### src/sv/rwtg_pkg.sv
// types, codes and constants shared by the register write transaction guard
`timescale 1ns / 1ps

package rwtg_pkg;

  localparam logic [7:0] KIND_DATA       = 8'd2;
  localparam logic [7:0] KIND_COMMAND    = 8'd3;
  localparam logic [7:0] CMD_MIN_LEN     = 8'd3;
  localparam int unsigned BUSY_STEP_MS   = 100;
  localparam int unsigned BUSY_DEFAULT_MS = 500;
  localparam logic [15:0] TIMEOUT_RESET  = 16'd3000;
  localparam logic [7:0] WRITE_ID_RESET  = 8'd0;
  localparam logic [7:0] RESET_ID_RESET  = 8'd1;
  localparam logic [7:0] BUSY_ID_RESET   = 8'd2;

  localparam int unsigned QUEUE_DEPTH = 4;
  localparam int unsigned QUEUE_AW    = $clog2(QUEUE_DEPTH);

  localparam int unsigned CFG_AW = 2;
  localparam int unsigned CFG_DW = 16;

  typedef enum logic [CFG_AW-1:0] {
    CFG_TIMEOUT   = 2'd0,
    CFG_WRITE_ID  = 2'd1,
    CFG_RESET_ID  = 2'd2,
    CFG_BUSY_ID   = 2'd3
  } cfg_reg_t;

  typedef enum logic [2:0] {
    RC_OK      = 3'd0,
    RC_BUSY    = 3'd1,
    RC_CTX     = 3'd2,
    RC_TIMEOUT = 3'd3,
    RC_LEN     = 3'd4,
    RC_PROTO   = 3'd5
  } reply_code_t;

  typedef enum logic [2:0] {
    ACT_NONE    = 3'd0,
    ACT_COMMIT  = 3'd1,
    ACT_ISSUE   = 3'd2,
    ACT_RESET   = 3'd3,
    ACT_BUSY    = 3'd4,
    ACT_SETTING = 3'd5,
    ACT_UNKNOWN = 3'd6
  } action_t;

  typedef enum logic [1:0] {
    PK_DATA    = 2'd0,
    PK_COMMAND = 2'd1,
    PK_UNKNOWN = 2'd2
  } pkt_class_t;

  typedef enum logic [1:0] {
    ROLE_WRITE = 2'd0,
    ROLE_RESET = 2'd1,
    ROLE_BUSY  = 2'd2,
    ROLE_OTHER = 2'd3
  } role_t;

  typedef struct packed {
    logic [7:0]  packet_kind;
    logic [7:0]  exec_index;
    logic [7:0]  payload_length;
    logic [7:0]  byte_zero;
    logic [7:0]  byte_one;
    logic [7:0]  byte_two;
    logic [31:0] now_tick;
    logic        target_ready;
  } in_item_t;

  typedef struct packed {
    logic        reply_valid;
    logic [7:0]  reply_index;
    reply_code_t reply_code;
    action_t     action;
    logic [7:0]  action_address;
    logic        action_direction;
    logic [7:0]  action_count;
    logic [14:0] busy_timeout_ms;
    logic [7:0]  setting_value;
  } out_item_t;

  // classified item handed from front to back
  typedef struct packed {
    pkt_class_t  pclass;
    role_t       role;
    logic        cmd_bad;
    logic        cmd_open;
    logic [7:0]  idx;
    logic [7:0]  len;
    logic [7:0]  b0;
    logic        b1;
    logic [7:0]  b2;
    logic [31:0] now;
    logic [31:0] deadline;
    logic        ready;
    logic [14:0] busy_ms;
  } cls_item_t;

  typedef struct packed {
    logic [15:0] timeout_ticks;
    logic [7:0]  write_id;
    logic [7:0]  reset_id;
    logic [7:0]  busy_id;
  } cfg_t;

endpackage

### src/sv/register_write_transaction_guard.sv
// top level of the register write transaction guard with its configuration registers
//
//   port group   direction  handshake            payload
//   in           input      in_valid / in_stall   in_item   (in_item_t)
//   out          output     out_valid / out_stall out_item  (out_item_t)
//   cfg          input      cfg_wen               cfg_index, cfg_data
//
// one item per cycle sustained while the queue has room; an accepted item passes
// through the front register, the queue write and then the output register
// the back decides each item combinationally against the pending context
// the four-entry queue lets the front keep accepting while the output is stalled, until it is full
// rst is synchronous; it clears the context and loads register defaults
`timescale 1ns / 1ps

module register_write_transaction_guard import rwtg_pkg::*; (
  input  logic              clk,
  input  logic              rst,
  input  logic              in_valid,
  output logic              in_stall,
  input  in_item_t          in_item,
  output logic              out_valid,
  input  logic              out_stall,
  output out_item_t         out_item,
  input  logic              cfg_wen,
  input  logic [CFG_AW-1:0] cfg_index,
  input  logic [CFG_DW-1:0] cfg_data
);

  cfg_t      cfg;
  logic      q_push;
  logic      q_full;
  cls_item_t q_data;
  logic      q_pop;
  logic      q_not_empty;
  cls_item_t q_head;

  always_ff @(posedge clk) begin
    if (rst) begin
      cfg.timeout_ticks <= TIMEOUT_RESET;
      cfg.write_id      <= WRITE_ID_RESET;
      cfg.reset_id      <= RESET_ID_RESET;
      cfg.busy_id       <= BUSY_ID_RESET;
    end else if (cfg_wen) begin
      case (cfg_reg_t'(cfg_index))
        CFG_TIMEOUT:  cfg.timeout_ticks <= cfg_data;
        CFG_WRITE_ID: cfg.write_id      <= cfg_data[7:0];
        CFG_RESET_ID: cfg.reset_id      <= cfg_data[7:0];
        CFG_BUSY_ID:  cfg.busy_id       <= cfg_data[7:0];
        default: ;
      endcase
    end
  end

  rwtg_front u_front (
    .clk      (clk),
    .rst      (rst),
    .cfg      (cfg),
    .in_valid (in_valid),
    .in_stall (in_stall),
    .in_item  (in_item),
    .q_push   (q_push),
    .q_full   (q_full),
    .q_data   (q_data)
  );

  rwtg_queue u_queue (
    .clk       (clk),
    .rst       (rst),
    .push      (q_push),
    .push_data (q_data),
    .full      (q_full),
    .pop       (q_pop),
    .not_empty (q_not_empty),
    .head      (q_head)
  );

  rwtg_back u_back (
    .clk         (clk),
    .rst         (rst),
    .q_not_empty (q_not_empty),
    .q_head      (q_head),
    .q_pop       (q_pop),
    .out_valid   (out_valid),
    .out_stall   (out_stall),
    .out_item    (out_item)
  );

endmodule

### src/sv/rwtg_front.sv
// front stage: accepts items, classifies them and precomputes deadline and busy timeout
`timescale 1ns / 1ps

module rwtg_front import rwtg_pkg::*; (
  input  logic      clk,
  input  logic      rst,
  input  cfg_t      cfg,
  input  logic      in_valid,
  output logic      in_stall,
  input  in_item_t  in_item,
  output logic      q_push,
  input  logic      q_full,
  output cls_item_t q_data
);

  logic      front_valid;
  cls_item_t front_item;
  cls_item_t cls;
  logic      take;
  logic [14:0] step_ms;

  assign q_push   = front_valid && !q_full;
  assign in_stall = front_valid && q_full;
  assign take     = in_valid && !in_stall;
  assign q_data   = front_item;

  always_comb begin
    cls = '0;
    if (in_item.packet_kind == KIND_DATA) begin
      cls.pclass = PK_DATA;
    end else if (in_item.packet_kind == KIND_COMMAND) begin
      cls.pclass = PK_COMMAND;
    end else begin
      cls.pclass = PK_UNKNOWN;
    end
    if (in_item.exec_index == cfg.write_id) begin
      cls.role = ROLE_WRITE;
    end else if (in_item.exec_index == cfg.reset_id) begin
      cls.role = ROLE_RESET;
    end else if (in_item.exec_index == cfg.busy_id) begin
      cls.role = ROLE_BUSY;
    end else begin
      cls.role = ROLE_OTHER;
    end
    cls.cmd_bad  = (in_item.payload_length < CMD_MIN_LEN) || (in_item.byte_one > 8'd1);
    cls.cmd_open = (in_item.byte_one == 8'd1) && (in_item.byte_two != 8'd0);
    cls.idx      = in_item.exec_index;
    cls.len      = in_item.payload_length;
    cls.b0       = in_item.byte_zero;
    cls.b1       = in_item.byte_one[0];
    cls.b2       = in_item.byte_two;
    cls.now      = in_item.now_tick;
    cls.deadline = in_item.now_tick + {16'd0, cfg.timeout_ticks};
    cls.ready    = in_item.target_ready;
    step_ms      = 15'(in_item.byte_zero) * 15'(BUSY_STEP_MS);
    if ((in_item.payload_length != 8'd0) && (in_item.byte_zero != 8'd0)) begin
      cls.busy_ms = step_ms;
    end else begin
      cls.busy_ms = 15'(BUSY_DEFAULT_MS);
    end
  end

  always_ff @(posedge clk) begin
    if (rst) begin
      front_valid <= 1'b0;
    end else if (take) begin
      front_valid <= 1'b1;
    end else if (q_push) begin
      front_valid <= 1'b0;
    end
  end

  always_ff @(posedge clk) begin
    if (take) begin
      front_item <= cls;
    end
  end

endmodule

### src/sv/rwtg_queue.sv
// short queue of classified items between front and back
`timescale 1ns / 1ps

module rwtg_queue import rwtg_pkg::*; (
  input  logic      clk,
  input  logic      rst,
  input  logic      push,
  input  cls_item_t push_data,
  output logic      full,
  input  logic      pop,
  output logic      not_empty,
  output cls_item_t head
);

  cls_item_t              slots [QUEUE_DEPTH];
  logic [QUEUE_AW-1:0]    wr_ptr;
  logic [QUEUE_AW-1:0]    rd_ptr;
  logic [QUEUE_AW:0]      count;
  logic                   do_push;
  logic                   do_pop;

  assign full      = (count == (QUEUE_AW+1)'(QUEUE_DEPTH));
  assign not_empty = (count != '0);
  assign head      = slots[rd_ptr];
  assign do_push   = push && !full;
  assign do_pop    = pop && not_empty;

  always_ff @(posedge clk) begin
    if (rst) begin
      wr_ptr <= '0;
      rd_ptr <= '0;
      count  <= '0;
    end else begin
      if (do_push) begin
        wr_ptr <= wr_ptr + 1'b1;
      end
      if (do_pop) begin
        rd_ptr <= rd_ptr + 1'b1;
      end
      if (do_push && !do_pop) begin
        count <= count + 1'b1;
      end else if (do_pop && !do_push) begin
        count <= count - 1'b1;
      end
    end
  end

  always_ff @(posedge clk) begin
    if (do_push) begin
      slots[wr_ptr] <= push_data;
    end
  end

endmodule

### src/sv/rwtg_back.sv
// back stage: pending write context, decision and output register
`timescale 1ns / 1ps

module rwtg_back import rwtg_pkg::*; (
  input  logic      clk,
  input  logic      rst,
  input  logic      q_not_empty,
  input  cls_item_t q_head,
  output logic      q_pop,
  output logic      out_valid,
  input  logic      out_stall,
  output out_item_t out_item
);

  logic        pending_active, pending_active_next;
  logic [7:0]  pending_index, pending_index_next;
  logic [7:0]  pending_address, pending_address_next;
  logic [7:0]  pending_count, pending_count_next;
  logic [31:0] pending_deadline, pending_deadline_next;
  out_item_t   res;

  assign q_pop = q_not_empty && (!out_valid || !out_stall);

  always_comb begin
    res                   = '0;
    pending_active_next   = pending_active;
    pending_index_next    = pending_index;
    pending_address_next  = pending_address;
    pending_count_next    = pending_count;
    pending_deadline_next = pending_deadline;
    res.reply_index       = q_head.idx;
    res.reply_valid       = 1'b1;
    res.reply_code        = RC_OK;
    res.action            = ACT_NONE;
    if (q_head.pclass == PK_UNKNOWN) begin
      res.reply_valid = 1'b0;
      res.reply_index = '0;
      res.action      = ACT_UNKNOWN;
    end else if (pending_active && (q_head.idx != pending_index)) begin
      res.reply_code = RC_BUSY;
    end else if (q_head.pclass == PK_DATA) begin
      case (q_head.role)
        ROLE_WRITE: begin
          if (!pending_active || (pending_count == 8'd0)) begin
            res.reply_code = RC_CTX;
          end else if (q_head.now > pending_deadline) begin
            res.reply_code      = RC_TIMEOUT;
            pending_active_next = 1'b0;
          end else if (q_head.len != pending_count) begin
            res.reply_code      = RC_LEN;
            pending_active_next = 1'b0;
          end else begin
            res.action          = ACT_COMMIT;
            res.action_address  = pending_address;
            res.action_count    = pending_count;
            pending_active_next = 1'b0;
          end
        end
        ROLE_RESET: begin
          res.action = ACT_RESET;
        end
        ROLE_BUSY: begin
          res.reply_code      = q_head.ready ? RC_OK : RC_BUSY;
          res.action          = ACT_BUSY;
          res.busy_timeout_ms = q_head.busy_ms;
        end
        default: begin
          res.action        = ACT_SETTING;
          res.setting_value = q_head.b0;
        end
      endcase
    end else if (q_head.role != ROLE_WRITE) begin
      res.reply_code = RC_OK;
    end else if (q_head.cmd_bad) begin
      res.reply_code      = RC_PROTO;
      pending_active_next = 1'b0;
    end else if (q_head.cmd_open) begin
      if (pending_active) begin
        if ((pending_address == q_head.b0) && (pending_count == q_head.b2)) begin
          pending_deadline_next = q_head.deadline;
        end else begin
          res.reply_code = RC_BUSY;
        end
      end else begin
        pending_active_next   = 1'b1;
        pending_index_next    = q_head.idx;
        pending_address_next  = q_head.b0;
        pending_count_next    = q_head.b2;
        pending_deadline_next = q_head.deadline;
        res.action            = ACT_ISSUE;
        res.action_address    = q_head.b0;
        res.action_direction  = 1'b1;
        res.action_count      = q_head.b2;
      end
    end else begin
      // read or zero-count write
      res.action           = ACT_ISSUE;
      res.action_address   = q_head.b0;
      res.action_direction = q_head.b1;
      res.action_count     = q_head.b2;
      pending_active_next  = 1'b0;
      if (!q_head.b1) begin
        res.reply_valid = 1'b0;
        res.reply_index = '0;
      end
    end
  end

  always_ff @(posedge clk) begin
    if (rst) begin
      out_valid        <= 1'b0;
      pending_active   <= 1'b0;
      pending_index    <= '0;
      pending_address  <= '0;
      pending_count    <= '0;
      pending_deadline <= '0;
    end else if (q_pop) begin
      out_valid        <= 1'b1;
      pending_active   <= pending_active_next;
      pending_index    <= pending_index_next;
      pending_address  <= pending_address_next;
      pending_count    <= pending_count_next;
      pending_deadline <= pending_deadline_next;
    end else if (!out_stall) begin
      out_valid <= 1'b0;
    end
  end

  always_ff @(posedge clk) begin
    if (q_pop) begin
      out_item <= res;
    end
  end

endmodule
### config.mk
export PLATFORM = sky130hd
export DESIGN_NAME = register_write_transaction_guard
export DESIGN_NICKNAME = d
export VERILOG_FILES = /design/src/sv/rwtg_pkg.sv /design/src/sv/register_write_transaction_guard.sv /design/src/sv/rwtg_front.sv /design/src/sv/rwtg_queue.sv /design/src/sv/rwtg_back.sv
export SDC_FILE = /design/constraint.sdc
export NUM_CORES = 1
export LEC_CHECK = 0
export BUFFER_PORTS_ARGS = -buffer_cell sky130_fd_sc_hd__buf_4
export CORE_MARGIN = 5
export CORE_UTILIZATION = 55
export DETAILED_ROUTE_END_ITERATION = 10
export HOLD_SLACK_MARGIN = 0.1
export MAX_ROUTING_LAYER = met4
export PLACE_DENSITY_LB_ADDON = 0.1
export SLEW_MARGIN = 5
export SYNTH_ARGS = -nofsm -noshare
export SYNTH_HDL_FRONTEND = slang
export SYNTH_SLANG_ARGS = --single-unit
### constraint.sdc
create_clock -name clk -period 7.5 [get_ports clk]
set_input_delay 2.25 -clock clk [delete_from_list [all_inputs] [get_ports clk]]
set_output_delay 2.25 -clock clk [all_outputs]
set_load 0.01 [all_outputs]
==> flow_summary_export.csv <==
group,metric,value,unit
cts,holdBufCountCts,0,
yosys,synth-async-reset-ratio,0,%
route,detail-route-antenna-nets,0,
route,vias,15500,
floorplan,die_w,244,um
route,drcViolationCount,0,
final_layout,drive_above_1_share,21.1,%
floorplan,initial_core_util,55.7,%
cts,cts_htree_levels,3,
yosys,synth_seq_cells,746,
cts,cts_buffers,75,
sta,clock.fmax,207,MHz
final_layout,multiInputGateArea,8130,um^2
critical_path,r2r_slack,2.68,ns
sta,skew,0.0171,ns
final_layout,n_fill_cell,3868,
cts,clk_pin_slew,0.06,ns
floorplan,die_y,244,um
final_layout,nNetsFinal,2160,
critical_path,r2r_cells,10,
place,dp_worst_setup_slack,2.26,ns
flow_run,maxCapViolations,0,
critical_path,cp_data_arrival_time,5.29,ns
place,io_buffers,158,
critical_path,cp_max_fo,45,
yosys,yosys_warnings,0,
floorplan,rows,85,
route,wirelength,61.2,mm
sta,slew_violations,0,
final_layout,syn_to_final_growth,14.3,%
sta,hold_viol,0,
floorplan,core,53900,um^2
grt,grt_pass1_wl,94.8,mm
yosys,seq_area_frac_synth,71.0,%
grt,grt_max_degree,118,
critical_path,crit_end,"u_back.out_item[28]$_SDFFCE_PP0P_",
min_path,worstHoldPathType,"flip-flop to flip-flop",
cts,clk_latency,0.61,ns
critical_path,crit_required,7.97,ns
sta,fin_ws,2.68,ns
power_and_ir_drop,p_int,7.97,mW
yosys,synth.distinct_cells,64,
yosys,netlist_area,30000,um^2
power_and_ir_drop,pwr-share-comb,18.6,%
sta,max_slew.worst_pin.slew,0.899,ns
floorplan,ioPinCount,161,
power_and_ir_drop,p_sw,2.82,mW
power_and_ir_drop,power,10.8,mW
status,status,"complete, no violations",
power_and_ir_drop,ir_drop,0.192,mV
yosys,synthFlopType,"edfxtp_1",
sta,slew_headroom,39.5,%
yosys,synth_edf_count,638,
sta,finalSetupViolations,0,
cts,cts-resized-gates,0,
critical_path,critPathLaunchType,"flip-flop",
place,gp_congestion,0.838,
floorplan,dieArea,59400,um^2
power_and_ir_drop,p_seq_share,48.7,%
power_and_ir_drop,clkPwrFrac,32.7,%
sta,rsz0062_at_grt,"no",
route,first_iter_violations,1058,
yosys,syn_avg_cell_area,17.0,um^2
cts,cts_setup_buffers,0,
sta,fin_crit_sh,64.3,%
place,dp_cells,2584,
route,dr.pass1.iters,5,
final_layout,fin_cells,2723,
grt,grt.total_usage,21.4,%
sta,fin_hold_ws,0.458,ns
sta,setup_tns,0,ns
power_and_ir_drop,p_leak,12.0,nW
place,place_hpwl,38.6,mm
cts,cts_tree,"yes",
final_layout,antenna_cells,0,
cts,root_buffer,"clkbuf_16",
grt,overflow,0,
cts,clockBufferDepth,3,
grt,grt_pass1_vias,16400,
power_and_ir_drop,p_per_area,314,nW/um^2
route,avgViaCountPerCell,5.71,
route,wl_per_cell,22.5,um
critical_path,criticalPathCategory,"flip-flop to flip-flop",
critical_path,rr_endpoint,"u_back.out_item[28]$_SDFFCE_PP0P_",
critical_path,end_kind,"flip-flop",
yosys,postSynthCellCount,1767,
grt,grt_antenna_before_repair,2,
cts,clock-sinks,746,
final_layout,seq_area,21300,um^2
sta,fin_crit,4.82,ns
power_and_ir_drop,swShare,26.2,%
## synth_stat cells (5+ instances only)
library cell | count | area, um^2
and3_1 | 7 | 43.8
fa_1 | 5 | 100
xor2_1 | 29 | 254
buf_2 | 11 | 55.1
and4_1 | 5 | 43.8
buf_6 | 8 | 90.1
inv_1 | 76 | 285
buf_1 | 5 | 18.8
edfxtp_1 | 638 | 19200
nor4_1 | 8 | 50.1
a22o_1 | 17 | 149
mux2i_1 | 69 | 691
nor2_1 | 115 | 432
mux4_2 | 116 | 2610
or4_1 | 5 | 37.5
dfxtp_1 | 108 | 2160
nand4_1 | 17 | 106
a21boi_0 | 5 | 37.5
a21oi_1 | 73 | 365
ha_1 | 86 | 1080
nand2_1 | 103 | 387
a21o_1 | 8 | 60.1
nor2b_1 | 29 | 181
o31ai_1 | 6 | 45.0
nor3_1 | 12 | 60.1
xnor2_1 | 65 | 569
nand3_1 | 12 | 60.1
o21a_1 | 5 | 37.5
o21ai_0 | 22 | 110
nand3b_1 | 10 | 75.1
clkbuf_1 | 31 | 116
o21bai_1 | 6 | 45.0
## worst min path at each step
stage                                    start                    to  slack [ns]  depth (start not counted)
after floorplan           cfg[24]$_SDFFE_PP0P_  cfg[24]$_SDFFE_PP0P_        0.44                          2
after global placement    cfg[34]$_SDFFE_PP0P_  cfg[34]$_SDFFE_PP0P_        0.45                          2
after detailed placement  cfg[36]$_SDFFE_PP0P_  cfg[36]$_SDFFE_PP0P_        0.45                          2
after CTS                 cfg[36]$_SDFFE_PP0P_  cfg[36]$_SDFFE_PP0P_        0.46                          2
after global routing      cfg[36]$_SDFFE_PP0P_  cfg[36]$_SDFFE_PP0P_        0.49                          2
final                     cfg[36]$_SDFFE_PP0P_  cfg[36]$_SDFFE_PP0P_        0.46                          2
## cell type report
cell class              instances  area share (%)
flip-flops and latches        746            62.2
multi-input cells             887            23.7
clock buffers                 107            6.06
repair buffers                179            3.99
well taps                     696            2.54
inverters                      76           0.831
clock inverters                32           0.726
## power groups by stage
stage	Clock, mW	Combinational (mW)	Sequential, mW
after floorplan	0	1.32	5.30
after global placement	0	2.04	5.33
after detailed placement	0	2.05	5.35
after CTS	3.60	2.06	5.27
after global routing	3.79	2.20	5.30
final	3.53	2.01	5.25
## worst max-delay path, stage by stage, from the launching register on
cell and delay (ns):
dfxtp_4 0.83, buf_4 0.63, mux4_2 0.40, ha_1 0.34, and4_1 0.22, nand3_1 0.23
a21oi_1 0.12, o31ai_1 0.63, nand4b_1 0.32, nor3_4 0.67, a22o_1 0.24
## metrics by stage
stage | utilization (%) | instance area, um^2
floorplan | - | 30000
global placement | 59.3 | 32000
detailed placement | 59.3 | 32000
CTS | 63.6 | 34300
global route | 63.6 | 34300
finish | 63.6 | 34300
## cell usage in the layout (no fill, tap or decap), types with 12 or more instances in the layout
cell and n:
a21oi_1 72, a22o_1 17, buf_4 177, clkbuf_1 25
clkbuf_16 76, clkinv_2 13, dfxtp_1 106, edfxtp_1 638
ha_1 86, inv_1 76, mux2i_1 69, mux4_2 116
nand2_1 103, nand3_1 12, nand4_1 17, nor2_1 115
nor2b_1 28, nor3_1 12, o21ai_0 22, xnor2_1 65
xor2_1 29
## state kept, by name, summed over array words and instances (netlist names), named ones only
name and cells:
u_queue.rd_ptr 2, u_front.q_data 117, cfg 40, u_queue.wr_ptr 2, u_back.out_valid 1, u_front.front_valid 1, u_back.pending_active 1, u_back.pending_deadline 32
u_back.pending_index 8, u_queue.slots 468, u_queue.count 3, u_back.out_item 53, u_back.pending_address 8, u_back.pending_count 8
## layer usage
metal	global-route usage, %	up-vias	routed length [um]
li1	-	7160	-
met1	28.5	7925	26400
met2	34.8	358	30800
met3	3.34	92	2760
met4	6.31	0	1330
met5	-	-	0
## cells by family after synthesis
logic type	after synthesis	share of synthesized area [%]
fa+ha+maj	91	3.92
other cells	1	0.0125
xor+xnor	95	2.80
simple gates	349	5.67
buf+inv	135	2.05
compound gates	164	3.51
mux	186	11.0
flops	746	71.0
Note: power is estimated with default switching activity, not from simulation.
